<file path="src/sv/scmr_pkg.sv">
// shared types and constants of the sound channel mixer register unit
// no dependencies; imported by every module of the block
`default_nettype none

package scmr_pkg;

    // bus request codes
    typedef enum logic [1:0] {
        ACT_TICK  = 2'd0,
        ACT_READ  = 2'd1,
        ACT_WRITE = 2'd2,
        ACT_IDLE  = 2'd3
    } scmr_action_t;

    // register addresses
    localparam logic [15:0] ADDR_VOLUME = 16'hff24;
    localparam logic [15:0] ADDR_PAN    = 16'hff25;
    localparam logic [15:0] ADDR_STATUS = 16'hff26;

    // read values
    localparam logic [7:0] READ_UNMAPPED = 8'hff;
    localparam logic [2:0] STATUS_FILL   = 3'b111;

    localparam int unsigned LEVEL_W  = 4;
    localparam int unsigned SAMPLE_W = 14;

    // mix offset, already halved: (s*512 - 16384) / 2 == s*256 - 8192
    localparam logic [SAMPLE_W-1:0] CENTER_OFFSET = 14'd8192;
    // side offset before gain
    localparam logic signed [15:0] SIDE_OFFSET = 16'sd16384;

    // control registers as seen by the mixer and the read path
    typedef struct packed {
        logic       master_on;
        logic       left_vin;
        logic [2:0] left_gain;
        logic       right_vin;
        logic [2:0] right_gain;
        logic [7:0] pan_mask;
    } scmr_ctrl_t;

    // one request held in the input register
    typedef struct packed {
        logic [1:0]         action;
        logic [15:0]        address;
        logic [7:0]         write_data;
        logic [LEVEL_W-1:0] square1_level;
        logic [LEVEL_W-1:0] square2_level;
        logic [LEVEL_W-1:0] wave_level;
        logic [LEVEL_W-1:0] noise_level;
        logic [3:0]         channel_active;
    } scmr_item_t;

endpackage

`default_nettype wire

</file>
<file path="src/sv/scmr_mixer.sv">
// combinational mixer: center, left and right samples from four channel levels
// depends on scmr_pkg for the control struct and offsets
`default_nettype none

module scmr_mixer
(
    input  wire logic [scmr_pkg::LEVEL_W-1:0]         square1_level,
    input  wire logic [scmr_pkg::LEVEL_W-1:0]         square2_level,
    input  wire logic [scmr_pkg::LEVEL_W-1:0]         wave_level,
    input  wire logic [scmr_pkg::LEVEL_W-1:0]         noise_level,
    input  wire scmr_pkg::scmr_ctrl_t                 ctrl,
    output logic signed [scmr_pkg::SAMPLE_W-1:0]      center_mix,
    output logic signed [scmr_pkg::SAMPLE_W-1:0]      left_mix,
    output logic signed [scmr_pkg::SAMPLE_W-1:0]      right_mix
);
    import scmr_pkg::*;

    logic [5:0]         all_sum;
    logic [5:0]         left_sum;
    logic [5:0]         right_sum;
    logic signed [15:0] left_base;
    logic signed [15:0] right_base;
    logic signed [4:0]  left_mult;
    logic signed [4:0]  right_mult;
    logic signed [20:0] left_prod;
    logic signed [20:0] right_prod;

    function automatic logic [5:0] pick_sum(input logic [3:0] sel,
                                            input logic [3:0] l0,
                                            input logic [3:0] l1,
                                            input logic [3:0] l2,
                                            input logic [3:0] l3);
        logic [5:0] acc;
        acc = 6'd0;
        if (sel[0]) acc = acc + {2'b00, l0};
        if (sel[1]) acc = acc + {2'b00, l1};
        if (sel[2]) acc = acc + {2'b00, l2};
        if (sel[3]) acc = acc + {2'b00, l3};
        return acc;
    endfunction

    always_comb
    begin
        all_sum   = pick_sum(4'hf, square1_level, square2_level, wave_level, noise_level);
        left_sum  = pick_sum(ctrl.pan_mask[7:4], square1_level, square2_level,
                             wave_level, noise_level);
        right_sum = pick_sum(ctrl.pan_mask[3:0], square1_level, square2_level,
                             wave_level, noise_level);

        center_mix = $signed({all_sum, 8'b0} - CENTER_OFFSET);

        left_base  = $signed({1'b0, left_sum, 9'b0}) - SIDE_OFFSET;
        right_base = $signed({1'b0, right_sum, 9'b0}) - SIDE_OFFSET;
        left_mult  = $signed({1'b0, {1'b0, ctrl.left_gain} + 4'd1});
        right_mult = $signed({1'b0, {1'b0, ctrl.right_gain} + 4'd1});
        left_prod  = 21'(left_base) * 21'(left_mult);
        right_prod = 21'(right_base) * 21'(right_mult);

        // base is a multiple of 512, so /8 then floor /2 is an exact shift by 4
        left_mix  = $signed(left_prod[17:4]);
        right_mix = $signed(right_prod[17:4]);
    end

endmodule

`default_nettype wire

</file>
<file path="src/sv/scmr_regs.sv">
// volume, panning and master status registers with read mux and power pulses
// depends on scmr_pkg for codes, addresses and the control struct
`default_nettype none

module scmr_regs
(
    input  wire logic                 clk,
    input  wire logic                 rst_n,
    input  wire logic                 commit,
    input  wire logic [1:0]           action,
    input  wire logic [15:0]          address,
    input  wire logic [7:0]           write_data,
    input  wire logic [3:0]           channel_active,
    output scmr_pkg::scmr_ctrl_t      ctrl,
    output logic [7:0]                read_data,
    output logic                      power_down,
    output logic                      phase_reset
);
    import scmr_pkg::*;

    scmr_ctrl_t ctrl_reg;
    scmr_ctrl_t ctrl_next;

    assign ctrl = ctrl_reg;

    always_comb
    begin
        ctrl_next   = ctrl_reg;
        read_data   = 8'h00;
        power_down  = 1'b0;
        phase_reset = 1'b0;
        unique case (scmr_action_t'(action))
            ACT_READ:
            begin
                unique case (address)
                    ADDR_VOLUME: read_data = {ctrl_reg.left_vin, ctrl_reg.left_gain,
                                              ctrl_reg.right_vin, ctrl_reg.right_gain};
                    ADDR_PAN:    read_data = ctrl_reg.pan_mask;
                    ADDR_STATUS: read_data = {ctrl_reg.master_on, STATUS_FILL,
                                              channel_active};
                    default:     read_data = READ_UNMAPPED;
                endcase
            end
            ACT_WRITE:
            begin
                unique case (address)
                    ADDR_VOLUME:
                    begin
                        ctrl_next.left_vin   = write_data[7];
                        ctrl_next.left_gain  = write_data[6:4];
                        ctrl_next.right_vin  = write_data[3];
                        ctrl_next.right_gain = write_data[2:0];
                    end
                    ADDR_PAN: ctrl_next.pan_mask = write_data;
                    ADDR_STATUS:
                    begin
                        if (ctrl_reg.master_on && !write_data[7])
                        begin
                            // master off wipes every register
                            ctrl_next  = '0;
                            power_down = 1'b1;
                        end
                        else if (!ctrl_reg.master_on && write_data[7])
                        begin
                            ctrl_next.master_on = 1'b1;
                            phase_reset         = 1'b1;
                        end
                    end
                    default: ;
                endcase
            end
            ACT_TICK: ;
            ACT_IDLE: ;
            default: ;
        endcase
    end

    always_ff @(posedge clk or negedge rst_n)
    begin
        if (!rst_n)
        begin
            ctrl_reg <= '0;
        end
        else if (commit)
        begin
            ctrl_reg <= ctrl_next;
        end
    end

endmodule

`default_nettype wire

</file>
<file path="src/sv/sound_channel_mixer_registers_unit.sv">
// top level of the sound channel mixer register unit: input register, result register
// depends on scmr_pkg, scmr_regs and scmr_mixer
`default_nettype none

// Four-channel sound mixer with its volume (0xff24), panning (0xff25) and
// master status (0xff26) registers. Every request (mix tick, register read,
// register write or idle) yields exactly one result, in order. A request goes
// into an input register, is processed by short logic (register decode,
// four-level adders and a 16x5 gain multiply) and lands in a result register;
// the unit sustains one request per clock while out_ready is high. The
// input register takes a request while a finished result waits for out_ready
// only if it is empty; once both registers hold a request, a stall downstream
// holds off the input in the same cycle.
// Mixed samples are held in the result register and shown with every result
// until the next tick or a master power-down clears them. read_data is zero
// for anything but a read; power_down_pulse and phase_reset_pulse flag master
// enable transitions caused by that request's status write.
module sound_channel_mixer_registers_unit
(
    input  wire logic                             clk,
    input  wire logic                             rst_n,
    input  wire logic                             in_valid,
    output logic                                  in_ready,
    input  wire logic [1:0]                       action,
    input  wire logic [15:0]                      address,
    input  wire logic [7:0]                       write_data,
    input  wire logic [3:0]                       square1_level,
    input  wire logic [3:0]                       square2_level,
    input  wire logic [3:0]                       wave_level,
    input  wire logic [3:0]                       noise_level,
    input  wire logic [3:0]                       channel_active,
    output logic                                  out_valid,
    input  wire logic                             out_ready,
    output logic [7:0]                            read_data,
    output logic signed [13:0]                    center_sample,
    output logic signed [13:0]                    left_sample,
    output logic signed [13:0]                    right_sample,
    output logic                                  power_down_pulse,
    output logic                                  phase_reset_pulse
);
    import scmr_pkg::*;

    // input register
    logic       s1_valid_reg;
    logic       s1_valid_next;
    scmr_item_t s1_item_reg;

    // result register (samples double as the held mix state)
    logic                       out_valid_reg;
    logic                       out_valid_next;
    logic [7:0]                 rd_reg;
    logic signed [SAMPLE_W-1:0] center_reg;
    logic signed [SAMPLE_W-1:0] left_reg;
    logic signed [SAMPLE_W-1:0] right_reg;
    logic signed [SAMPLE_W-1:0] center_next;
    logic signed [SAMPLE_W-1:0] left_next;
    logic signed [SAMPLE_W-1:0] right_next;
    logic                       pdown_reg;
    logic                       preset_reg;

    logic in_fire;
    logic s1_advance;

    scmr_ctrl_t                 ctrl;
    logic [7:0]                 rd_comb;
    logic                       pdown_comb;
    logic                       preset_comb;
    logic signed [SAMPLE_W-1:0] center_mix;
    logic signed [SAMPLE_W-1:0] left_mix;
    logic signed [SAMPLE_W-1:0] right_mix;

    // handshake: input stage moves whenever the result slot is free or draining
    assign s1_advance = s1_valid_reg && (!out_valid_reg || out_ready);
    assign in_ready   = !s1_valid_reg || s1_advance;
    assign in_fire    = in_valid && in_ready;

    assign s1_valid_next  = in_fire ? 1'b1 : (s1_advance ? 1'b0 : s1_valid_reg);
    assign out_valid_next = s1_advance ? 1'b1 : (out_ready ? 1'b0 : out_valid_reg);

    // register file, updated when the request commits to the result register
    scmr_regs u_regs
    (
        .clk            (clk),
        .rst_n          (rst_n),
        .commit         (s1_advance),
        .action         (s1_item_reg.action),
        .address        (s1_item_reg.address),
        .write_data     (s1_item_reg.write_data),
        .channel_active (s1_item_reg.channel_active),
        .ctrl           (ctrl),
        .read_data      (rd_comb),
        .power_down     (pdown_comb),
        .phase_reset    (preset_comb)
    );

    // mix datapath, uses register values from before this request
    scmr_mixer u_mixer
    (
        .square1_level (s1_item_reg.square1_level),
        .square2_level (s1_item_reg.square2_level),
        .wave_level    (s1_item_reg.wave_level),
        .noise_level   (s1_item_reg.noise_level),
        .ctrl          (ctrl),
        .center_mix    (center_mix),
        .left_mix      (left_mix),
        .right_mix     (right_mix)
    );

    // held sample update
    always_comb
    begin
        center_next = center_reg;
        left_next   = left_reg;
        right_next  = right_reg;
        priority if (scmr_action_t'(s1_item_reg.action) == ACT_TICK)
        begin
            // tick with master off zeroes the mix
            center_next = ctrl.master_on ? center_mix : '0;
            left_next   = ctrl.master_on ? left_mix   : '0;
            right_next  = ctrl.master_on ? right_mix  : '0;
        end
        else if (pdown_comb)
        begin
            center_next = '0;
            left_next   = '0;
            right_next  = '0;
        end
        else
        begin
            center_next = center_reg;
        end
    end

    always_ff @(posedge clk or negedge rst_n)
    begin
        if (!rst_n)
        begin
            s1_valid_reg  <= 1'b0;
            out_valid_reg <= 1'b0;
            rd_reg        <= 8'h00;
            center_reg    <= '0;
            left_reg      <= '0;
            right_reg     <= '0;
            pdown_reg     <= 1'b0;
            preset_reg    <= 1'b0;
        end
        else
        begin
            s1_valid_reg  <= s1_valid_next;
            out_valid_reg <= out_valid_next;
            if (s1_advance)
            begin
                rd_reg     <= rd_comb;
                center_reg <= center_next;
                left_reg   <= left_next;
                right_reg  <= right_next;
                pdown_reg  <= pdown_comb;
                preset_reg <= preset_comb;
            end
        end
    end

    // request payload needs no reset
    always_ff @(posedge clk)
    begin
        if (in_fire)
        begin
            s1_item_reg.action         <= action;
            s1_item_reg.address        <= address;
            s1_item_reg.write_data     <= write_data;
            s1_item_reg.square1_level  <= square1_level;
            s1_item_reg.square2_level  <= square2_level;
            s1_item_reg.wave_level     <= wave_level;
            s1_item_reg.noise_level    <= noise_level;
            s1_item_reg.channel_active <= channel_active;
        end
    end

    assign out_valid         = out_valid_reg;
    assign read_data         = rd_reg;
    assign center_sample     = center_reg;
    assign left_sample       = left_reg;
    assign right_sample      = right_reg;
    assign power_down_pulse  = pdown_reg;
    assign phase_reset_pulse = preset_reg;

    // both transitions cannot come from one request
    a_pulse_excl: assert property (@(posedge clk) disable iff (!rst_n)
        !(out_valid_reg && pdown_reg && preset_reg))
        else $error("power-down and phase-reset flagged together");

    // master dropping must be reported by the committed result
    a_fall_flagged: assert property (@(posedge clk) disable iff (!rst_n)
        $fell(ctrl.master_on) |-> (out_valid_reg && pdown_reg))
        else $error("master enable fell without power-down flag");

    // a power-down result carries cleared samples
    a_pdown_clear: assert property (@(posedge clk) disable iff (!rst_n)
        (out_valid_reg && pdown_reg) |->
        (center_reg == '0 && left_reg == '0 && right_reg == '0))
        else $error("samples not cleared on power-down");

    // master on means a phase reset was reported when it rose
    a_rise_flagged: assert property (@(posedge clk) disable iff (!rst_n)
        $rose(ctrl.master_on) |-> (out_valid_reg && preset_reg))
        else $error("master enable rose without phase-reset flag");

endmodule

`default_nettype wire
</file>
<file path="config.mk">
export PLATFORM = sky130hd
export DESIGN_NAME = sound_channel_mixer_registers_unit
export DESIGN_NICKNAME = d
export VERILOG_FILES = /design/src/sv/scmr_pkg.sv /design/src/sv/scmr_mixer.sv /design/src/sv/scmr_regs.sv /design/src/sv/sound_channel_mixer_registers_unit.sv
export SDC_FILE = /design/constraint.sdc
export NUM_CORES = 1
export LEC_CHECK = 0
export BUFFER_PORTS_ARGS = -buffer_cell sky130_fd_sc_hd__buf_2
export CORE_MARGIN = 3
export CORE_UTILIZATION = 54
export DETAILED_ROUTE_END_ITERATION = 16
export PLACE_DENSITY = 0.78
export SKIP_CTS_REPAIR_TIMING = 1
export SYNTH_ARGS = -nofsm -noshare
export SYNTH_HDL_FRONTEND = slang
export SYNTH_SLANG_ARGS = --single-unit
</file>
<file path="constraint.sdc">
create_clock -name clk -period 7.2 [get_ports clk]
set_input_delay 1.08 -clock clk [delete_from_list [all_inputs] [get_ports clk]]
set_output_delay 1.08 -clock clk [all_outputs]
set_load 0.005 [all_outputs]
</file>
==> metrics list, run 1 <==
* Outcome: finished, final reports clean
* Slowest library cell on the worst path: sky130_fd_sc_hd__fa_1
- Actual transition at the worst max-transition pin: 1.215 ns
- Setup repair after global routing left no endpoint under its margin.
* Max transition margin: 18.98%
- From synthesis to final layout, the design area changed by 11.41%.
- The clock period could shrink to 6.588 ns.
* Hold Crit Class: reg -> reg
- Cells with a size suffix above 1 make up 16.11% of the layout.
- Yosys top cell by area: sky130_fd_sc_hd__edfxtp_1
* N_diodes: 0
- Peak fanout along the critical path: 4
* Layout Skew: 0.009768 ns
- Critical path endpoint category: register
- Worst r2r path cells: 28
- Global-route wire length before repair: 24970 um
* Worst Setup SP: s1_item_reg[17]$_DFFE_PP_
- The worst setup path is launched from a register.
- Core footprint: 0.01267 sq mm
* Post-synth ARST share: 53.54%
- Clock-pin slew was measured on the worst setup and hold paths at 0.07 ns.
- Worst slack at placement: 0.6333 ns
- In this run the static leakage power is 0.003855 uW.
- Once the floorplan was initialized, standard cells occupied 55.41% of the core.
- After routing, the total negative slack on setup checks comes to 0 ns.
- Total Die Area: 0.01440 sq mm
- Dividing the detail-routed via count by the number of cells gives 5.361.
- Setup violations remaining at the end of the flow were counted as 0.
- In this run, the number of DRC markers left after iteration 0 of detailed routing was 330.
- The final count of hold timing violations was 0.
* Final routed wire length divided by cell count: 15.64 um
* Antenna violations before repair: 0
- The pre-antenna-repair detailed-routing pass consisted of 4 iterations.
* Die H: 120.0 um
- Prevailing post-synth register cell: sky130_fd_sc_hd__dfrtp_1
* Count of warnings emitted by yosys: 0
- Max Fclk: 151.8 MHz
* Critical path's largest stage delay: 0.54 ns
- Input and output buffers added on the ports amount to 85.
- Data on the critical path arrives at its endpoint at 6.82 ns.
- The total overflow left after global routing is 0.
- The worst register-to-register path begins at s1_item_reg[17]$_DFFE_PP_.
* Count of standard-cell rows: 41
* Maximum number of pins on one net before global-route repair: 54
* Setup ws final: 0.6121 ns
- After synthesis, the largest area contributor takes up 19.68% of total cell area.
* Clock buffers created by TritonCTS: 9
- Total Power Consumption: 1799 uW
- The final critical path takes up 91.50% of the cycle.
- Clock insertion delay at the later pin of the skew report: 0.36 ns
* Placed insts: 938
- CTS built an H-tree with a depth of 3.
- Proportion of synthesized chip area in sequential cells: 38.57%
* Worst hold path depth: 1
- The synthesized design contains 46 enable-type register cells.
- Number of maximum-capacitance violations: 0
* Die span in x: 120.0 um
- Total global-route track usage: 21.88%
* Half-perimeter wire length after detailed placement: 11790 um
- For this design the top-level I/O count stands at 104.
* Largest register FFs: 46
- The worst hold path begins at read_data[4]$_DFFE_PN0P_.
- For this block, the via count after detailed routing is 5114.
* Final #Nets: 923
* Clock Tree Root: sky130_fd_sc_hd__clkbuf_16
* Commonest cells post-synth: sky130_fd_sc_hd__inv_1 (97), sky130_fd_sc_hd__ha_1 (64), sky130_fd_sc_hd__nor2_1 (54)
* Most used standard cell by instance count after synthesis: sky130_fd_sc_hd__inv_1
- IR analysis of the VDD net gives a maximum drop of 0.1783 mV.
- Post-synthesis cell type count: 51
- Avg Inst Size Synth: 10.06 sq um
- The number of global-route vias before repair came to 5255.
* Total DRC errors in the routed layout: 0
* Required time at the worst-slack endpoint: 7.44 ns
- #FFs+latches synth: 99
- Final number of max-transition violations: 0
- Final Routed Wirelength: 14920 um
- Final weighted congestion of routability-driven global placement: 0.9692
* Clk sink count: 99
* Synthesized area: 0.007020 sq mm
- TritonCTS built the clock tree.
* Cells after Synth: 698
* Worst-case clock buffer depth: 2
* Most used cell, CP: sky130_fd_sc_hd__ha_1
* Post-route non-filler standard cell count: 954
* Post-detailed-route count of antenna-violating nets: 0
- In this run the power density over the cells is 230.0 mW/mm^2.
- The worst setup path is of the reg -> reg kind.
* Dominant cells by area after synthesis: sky130_fd_sc_hd__edfxtp_1 (20%), sky130_fd_sc_hd__dfrtp_1 (19%), sky130_fd_sc_hd__ha_1 (11%)
[path summary, 6_finish.rpt]
check,endpoint,slack (ns)
min in group asynchronous,left_sample[6]$_DFFE_PN0P_,0.85
hold reg to reg,read_data[4]$_DFFE_PN0P_,0.47
max in group asynchronous,u_regs.ctrl[11]$_DFFE_PN0P_,5.88
hold / removal,read_data[4]$_DFFE_PN0P_,0.47
setup reg to reg,right_sample[13]$_DFFE_PN0P_,0.61
setup / recovery,right_sample[13]$_DFFE_PN0P_,0.61
[layer usage]
layer / vias to the layer above / global-route usage [%] / wire length (um)
met2: 168 / 36.07 / 7118
met3: 33 / 3.770 / 776
met1: 2417 / 28.00 / 6523
li1: 2496 / - / -
met4: 0 / 10.59 / 498
met5: - / 0 / 0
[where the power goes]
group          total (uW)  internal [uW]  switching, uW
registers             680            647           33.3
clock network         480            245            235
logic                 639            282            357
total                1800           1170            625
[stage by stage]
stage	cell area (sq um)	hold slack (ns)	utilization [%]
floorplan	7084	0.4572	-
global placement	7525	0.4557	59.39
detailed placement	7525	0.4619	59.39
CTS	7821	0.4787	61.73
global route	7821	0.4901	61.73
finish	7821	0.4750	61.73
[cell families (layout without fill, tap and decap cells)]
kind of cell | count (synthesis) | in the layout | synth area share (%)
compound gates | 140 | 140 | 13.58
simple gates | 177 | 177 | 12.03
buf+inv | 134 | 201 | 8.376
flops | 99 | 99 | 38.57
other cells | 1 | 18 | 0.05342
xor+xnor | 32 | 32 | 3.992
fa+ha+maj | 98 | 98 | 20.82
mux | 17 | 17 | 2.584
[layout make-up]
cell class	instances	area [sq um]
Tap cell	172	215.2
Sequential cell	99	2708
Inverter	97	364.1
Fill cell	1033	4850
Clock buffer	9	225.2
Timing Repair Buffer	88	447.9
Clock inverter	7	71.32
Multi-Input combinational cell	482	3790
[critical path, delay by kind of cell (launching register included)]
kind	cells	cell delay [ns]
simple gates	4	0.58
flops	1	0.46
fa+ha+maj	8	3.01
compound gates	10	1.67
mux	1	0.29
buf+inv	3	0.15
xor+xnor	2	0.31
[cells in the final DEF (no fill, tap or decap), types with 11 or more instances in the layout]
cell / synthesis / final
sky130_fd_sc_hd__buf_2: 2 / 85
sky130_fd_sc_hd__nor2b_1: 16 / 16
sky130_fd_sc_hd__a21o_1: 19 / 19
sky130_fd_sc_hd__nand2b_1: 13 / 13
sky130_fd_sc_hd__nand3_1: 20 / 20
sky130_fd_sc_hd__o31ai_1: 11 / 11
sky130_fd_sc_hd__dfrtp_1: 53 / 53
sky130_fd_sc_hd__fa_1: 32 / 32
sky130_fd_sc_hd__conb_1: 1 / 18
sky130_fd_sc_hd__xnor2_1: 20 / 20
sky130_fd_sc_hd__edfxtp_1: 46 / 46
sky130_fd_sc_hd__a21oi_1: 20 / 20
sky130_fd_sc_hd__inv_1: 97 / 97
sky130_fd_sc_hd__nand2_1: 46 / 46
sky130_fd_sc_hd__o21ai_0: 46 / 45
sky130_fd_sc_hd__ha_1: 64 / 64
sky130_fd_sc_hd__xor2_1: 12 / 12
sky130_fd_sc_hd__nor2_1: 54 / 54
No activity file was read; power rests on OpenSTA's default activity.
==> run 2, diff against run 1 <==
- CELL_PAD_IN_SITES_DETAIL_PLACEMENT: not set -> 0
- CELL_PAD_IN_SITES_GLOBAL_PLACEMENT: not set -> 1
- CORE_UTILIZATION: 54 -> 45
- PLACE_DENSITY: 0.78 -> 0.83
==> metrics list, run 2 (synthesized netlist as in run 1, its figures left out) <==
- Final weighted congestion of routability-driven global placement: 0.8743 (-9.8%)
- Post-detailed-route count of antenna-violating nets: 0 (unchanged)
- Worst Hold Margin: 0.4747 ns (-0.0002780 ns)
- The static power due to leakage came to 0.003860 uW (+0.13%).
* Final #Nets: 924 (+0.11%)
* Worst-case clock buffer depth: 2 (unchanged)
- Most used cell, CP: sky130_fd_sc_hd__inv_1
* Critical Setup Path Class: reg -> reg
* Die H: 130.9 um (+9.1%)
- Required time at the worst-slack endpoint: 7.44 ns (about the same)
- The portion of the clock cycle consumed by the worst path in the final layout came to 90.48% (-1.0 points).
- Die span in x: 130.9 um (+9.1%)
- Endpoints failing hold: 0 (unchanged)
- Global route overflow: 0 (unchanged)
- Outcome: finished, final reports clean
- Total global-route track usage: 18.34% (-3.5 points)
* Critical path's largest stage delay: 0.54 ns (about the same)
- TritonCTS built the clock tree.
* Largest register FFs: 46 (unchanged)
- DRC marker count from the first detailed-route iteration: 301 (-8.8%)
* Critical path endpoint category: register
- The initial standard-cell utilization of the core was 46.01% (-9.4 points).
* Core footprint: 0.01526 sq mm (+20%)
- The number of global-route vias before repair came to 5044 (-4.0%).
* Peak fanout along the critical path: 7 (+3)
- The number of pins with negative max-slew slack in the final report was 0 (unchanged).
- The total power came to 1799 uW (about the same).
* Number of maximum-capacitance violations: 0 (unchanged)
- Total DRC errors in the routed layout: 0 (unchanged)
- The largest individual stage delay along the critical path comes from the cell sky130_fd_sc_hd__fa_1.
* Count of standard-cell rows: 45 (+9.8%)
- Avg Vias per Cell: 5.078 (-5.3%)
- Clk sink count: 99 (unchanged)
- The fraction of layout instances using a drive strength above 1 was 16.09% (-0.021 points).
- Launching element type of the critical path: register
- Maximum vdd drop: 0.1643 mV (-7.9%)
- Count of TritonRoute iterations in the first routing pass: 4 (unchanged)
* Clock Tree Root: sky130_fd_sc_hd__clkbuf_16
- Commonest cells after routing, fill and taps aside: sky130_fd_sc_hd__inv_1 (97), sky130_fd_sc_hd__buf_2 (85), sky130_fd_sc_hd__ha_1 (64)
- The port buffer count is 85 (unchanged).
- The final sum of negative setup slack was 0 ns (unchanged).
- Overall via count from detail_route: 5048 (-1.3%)
- Max transition margin: 28.26% (+9.3 points)
- The power per unit of standard cell area was 228.6 mW/mm^2 (-0.60%).
* Half-perimeter wire length after detailed placement: 11970 um (+1.6%)
- The count of final setup violators came to 0 (unchanged).
- The time the worst path needs with I/O delays and setup came to 6.515 ns (-0.07321 ns).
- Max Fclk: 153.5 MHz (+1.1%)
- The number of buffers created by CTS is 9 (unchanged).
* RSZ-0062 raised after global routing: no
- The antenna diode count was 0 (unchanged).
- The first-pass GRT wire length is 24560 um (-1.7%).
- The worst-margin pin slew was 1.076 ns (-0.1393 ns).
* Maximum number of pins on one net before global-route repair: 54 (unchanged)
- Arr. time, crit path: 6.75 ns (-0.07 ns)
* Hold Crit Class: reg -> reg
- H-Tree Level Count: 3 (unchanged)
- Compared with the post-synthesis result, the final layout area differs by 12.10%.
- Clock insertion delay at the later pin of the skew report: 0.36 ns (about the same)
- The library cell used most frequently in the layout, excluding fill and tap cells, is sky130_fd_sc_hd__inv_1.
- Ports: 104 (unchanged)
- Final Routed Wirelength: 14930 um (about the same)
- The fraction of the core area covered by cells at the end of the flow is 51.58% (-10 points).
- The worst-case clock skew is 0.01054 ns (+0.0007736 ns).
* CTS clock-pin slew for the worst setup and hold paths: 0.07 ns (about the same)
- Antenna violations before repair: 0 (unchanged)
* Final routed wire length divided by cell count: 15.02 um (-4.0%)
* Total Die Area: 0.01714 sq mm (+19%)
run 2: cell count changes in the layout (fill, tap and decap cells not counted), sizes merged:
cell | previous run | this run
buf | 88 | 89
clkinvlp | 1 | 0
inv | 100 | 103
clkinv | 3 | 1
run 2: final cells by class:
class	instances	area, sq um
Clock buffer	9	225.2
Timing Repair Buffer	89	455.4
Inverter	97	364.1
Sequential cell	99	2708
Multi-Input combinational cell	482	3790
Tap cell	211	264.0
Clock inverter	7	63.81
Fill cell	1405	7388
run 2: path summary, 6_finish.rpt:
path	start	end	slack [ns]	cells past startpoint
setup / recovery	u_regs.ctrl[0]$_DFFE_PN0P_	right_sample[13]$_DFFE_PN0P_	0.69	29
hold / removal	center_sample[12]$_DFFE_PN0P_	center_sample[12]$_DFFE_PN0P_	0.47	2
setup reg to reg	u_regs.ctrl[0]$_DFFE_PN0P_	right_sample[13]$_DFFE_PN0P_	0.69	29
hold reg to reg	center_sample[12]$_DFFE_PN0P_	center_sample[12]$_DFFE_PN0P_	0.47	2
max in group asynchronous	rst_n	read_data[5]$_DFFE_PN0P_	5.85	2
min in group asynchronous	rst_n	right_sample[9]$_DFFE_PN0P_	0.86	2
run 2: worst max-delay path, delay by kind of cell, from the launching register on:
family	cells	cell delay (ns)
mux	1	0.23
buf+inv	5	0.34
compound gates	9	1.69
fa+ha+maj	8	3.00
flops	1	0.45
xor+xnor	1	0.16
simple gates	5	0.52
run 2: per-stage QoR:
step	setup slack (ns)	std cells	instance area, sq um
after floorplan	1.206	715	7084
after global placement	0.8961	978	7581
after detailed placement	0.6956	978	7581
after CTS	0.6557	994	7870
after global routing	0.08048	994	7870
final	0.6853	994	7870
run 2: per-layer routing:
| layer | global-route usage [%] | wire length [um] |
|---|---|---|
| met5 | 0 | 0 |
| met4 | 5.808 | 298 |
| met3 | 3.780 | 716 |
| met2 | 30.35 | 7155 |
| met1 | 24.26 | 6756 |
run 2: where the power goes:
part	switching, uW	total (uW)	internal, uW	leakage [uW]
Sequential	33.3	680	646	0.00107
Combinational	354	635	281	0.00265
Clock	240	484	245	0.000144
==> run 3, diff against run 2 <==
- MAX_ROUTING_LAYER: not set -> met4
==> metrics list, run 3 (synthesized netlist as in run 1, its figures left out) <==
* Outcome: finished, final reports clean
- The number of global-route vias before repair came to 5095 (+1.0%).
- Reg-to-Reg Start: u_regs.ctrl[0]$_DFFE_PN0P_
- The number of pins with negative max-slew slack in the final report was 0 (unchanged).
* Max Fclk: 152.1 MHz (-0.92%)
* Maximum number of pins on one net before global-route repair: 54 (unchanged)
- Quantity of I/O buffers inserted on ports: 85 (unchanged)
* Final routed wire length divided by cell count: 15.29 um (+1.8%)
* Final TNS setup: 0 ns (unchanged)
* Worst reg-to-reg setup slack: 0.62 ns (-0.06 ns)
* Arr. time, crit path: 6.81 ns (+0.06 ns)
* N_diodes: 0 (unchanged)
- Total global-route track usage: 19.06% (+0.72 points)
* Antenna violations before repair: 0 (unchanged)
- Number of maximum-capacitance violations: 0 (unchanged)
- Commonest cells after routing, fill and taps aside: sky130_fd_sc_hd__inv_1 (97), sky130_fd_sc_hd__buf_2 (85), sky130_fd_sc_hd__ha_1 (64)
- Leak: 0.003859 uW (about the same)
- Among the stages of the critical path, the cell type that occurs most often is sky130_fd_sc_hd__inv_1.
* Setup Viol. Count Final: 0 (unchanged)
* Clock Tree Root: sky130_fd_sc_hd__clkbuf_16
- On the critical path, the stage with the largest delay is an instance of sky130_fd_sc_hd__fa_1.
* CTS clock-pin slew for the worst setup and hold paths: 0.08 ns (about the same)
* Top Layer Used: met4
* Total Die Area: 0.01714 sq mm (unchanged)
- Shortest clock period the worst path allows after layout: 6.575 ns (+0.06074 ns)
* Global-route wire length before repair: 24820 um (+1.1%)
- DRC marker count from the first detailed-route iteration: 229 (-24%)
- Largest register FFs: 46 (unchanged)
- RSZ-0062 raised after global routing: no
* Maximum vdd drop: 0.1292 mV (-21%)
- Final Routed Wirelength: 15190 um (+1.8%)
- Crit path capture: right_sample[13]$_DFFE_PN0P_
- The die height came to 130.9 um (unchanged).
- The worst-margin pin slew came to 1.058 ns (-0.01797 ns).
* Share of cells above drive strength 1: 16.09% (unchanged)
- The worst-case clock skew came to 0.01094 ns (+0.0004016 ns).
- Post-route non-filler standard cell count: 994 (unchanged)
- The number of placed instances, taps included was 978 (unchanged).
- In this run the critical register-to-register path is captured at right_sample[13]$_DFFE_PN0P_.
- Final #Nets: 924 (unchanged)
- Wire length on met3: 596 um (-17%)
- Total DRC errors in the routed layout: 0 (unchanged)
- The width of the chip is 130.9 um (unchanged).
* Required time at the worst-slack endpoint: 7.43 ns (about the same)
- Share of the clock period used by the worst path: 91.33% (+0.84 points)
- Worst hold path depth: 1 (-1)
- The half-perimeter wire length after placement came to 12070 um (+0.81%).
* Clock insertion delay at the later pin of the skew report: 0.35 ns (about the same)
- The largest driver fanout on the critical path came to 7 (unchanged).
- The count of pins on the block boundary came to 104 (unchanged).
- Post-detailed-route count of antenna-violating nets: 0 (unchanged)
- The total iterations of the first detailed-routing run was 4 (unchanged).
- The number of buffers created by CTS was 9 (unchanged).
* Post-route met1 wirelength: 6897 um (+2.1%)
- Effective utilization at floorplan: 46.01% (unchanged)
- The tightest min-delay check is of the reg -> reg type.
- The power per unit of standard cell area is 229.5 mW/mm^2 (+0.39%).
* Final weighted congestion of routability-driven global placement: 0.8885 (+1.6%)
* Count of standard-cell rows: 45 (unchanged)
- The sum of met2 wire segment lengths after detailed routing is 7390 um (+3.3%).
- The final count of hold timing violations was 0 (unchanged).
- The library cell used most frequently in the layout, excluding fill and tap cells, is sky130_fd_sc_hd__inv_1.
* Launching element type of the critical path: register
* Worst-case clock buffer depth: 2 (unchanged)
- Global route overflow: 0 (unchanged)
- The longest individual stage delay on the worst path came to 0.54 ns (about the same).
* Avg Vias per Cell: 5.098 (+0.38%)
* Worst r2r path cells: 29 (unchanged)
* H-Tree Level Count: 3 (unchanged)
- The count of vias placed by the detailed router came to 5067 (+0.38%).
- The post-placement cell area came to 0.007581 sq mm (unchanged).
* Clk sink count: 99 (unchanged)
* Post-Layout Inst Area: 0.007873 sq mm (about the same)
* Layout area overhead: 12.14% (about the same)
- The critical path is of the reg -> reg type.
- Max transition margin: 29.46% (+1.2 points)
- Core footprint: 0.01526 sq mm (unchanged)
* TritonCTS clock tree: done
- The most critical setup path has its startpoint at u_regs.ctrl[0]$_DFFE_PN0P_.
- Critical path endpoint category: register
==> run 3: critical path: cells and delay by family (launching register included) <==
family / cells / cell delay (ns)
flops: 1 / 0.46
buf+inv: 5 / 0.34
xor+xnor: 1 / 0.17
fa+ha+maj: 8 / 3.01
compound gates: 9 / 1.72
mux: 1 / 0.23
simple gates: 5 / 0.54
==> run 3: layout make-up <==
cell class,count,area (sq um)
clock buffer,9,225.2
clock inverter,7,66.31
fill,1398,7386
inverter,97,364.1
multi-input combinational,482,3790
sequential,99,2708
tap,211,264.0
timing repair buffer,89,455.4
==> run 3: worst min path at each step <==
stage                                start                           to  slack, ns
2_1_floorplan     s1_valid_reg$_DFFE_PN0P_        out_valid$_DFFE_PN0P_       0.46
3_5_place_dp      read_data[7]$_DFFE_PN0P_     read_data[7]$_DFFE_PN0P_       0.46
3_3_place_gp   right_sample[8]$_DFFE_PN0P_  right_sample[8]$_DFFE_PN0P_       0.45
5_1_grt           read_data[0]$_DFFE_PN0P_     read_data[0]$_DFFE_PN0P_       0.49
6_report          read_data[7]$_DFFE_PN0P_     read_data[7]$_DFFE_PN0P_       0.47
4_1_cts           read_data[7]$_DFFE_PN0P_     read_data[7]$_DFFE_PN0P_       0.48
==> run 3: metal layers <==
metal  global-route usage [%]  up-vias
met4                    7.139        0
met2                    30.80      120
li1                         -     2491
met5                        -        -
met1                    24.29     2438
met3                    3.008       18
==> run 3: where the power goes <==
part / switching, uW / leakage, uW / internal [uW]
Combinational: 363 / 0.00265 / 284
Clock: 238 / 0.000144 / 244
Sequential: 32.3 / 0.00107 / 646
Total: 633 / 0.00386 / 1170
==> run 3: through the flow <==
stage	util [%]	total power, uW	worst slack, ns	hold WS (ns)
floorplan	-	1160	1.206	0.4572
global placement	49.68	1298	0.8975	0.4550
detailed placement	49.68	1335	0.6389	0.4612
CTS	51.59	1826	0.6164	0.4770
global route	51.59	1948	0.03453	0.4915
finish	51.59	1807	0.6246	0.4737
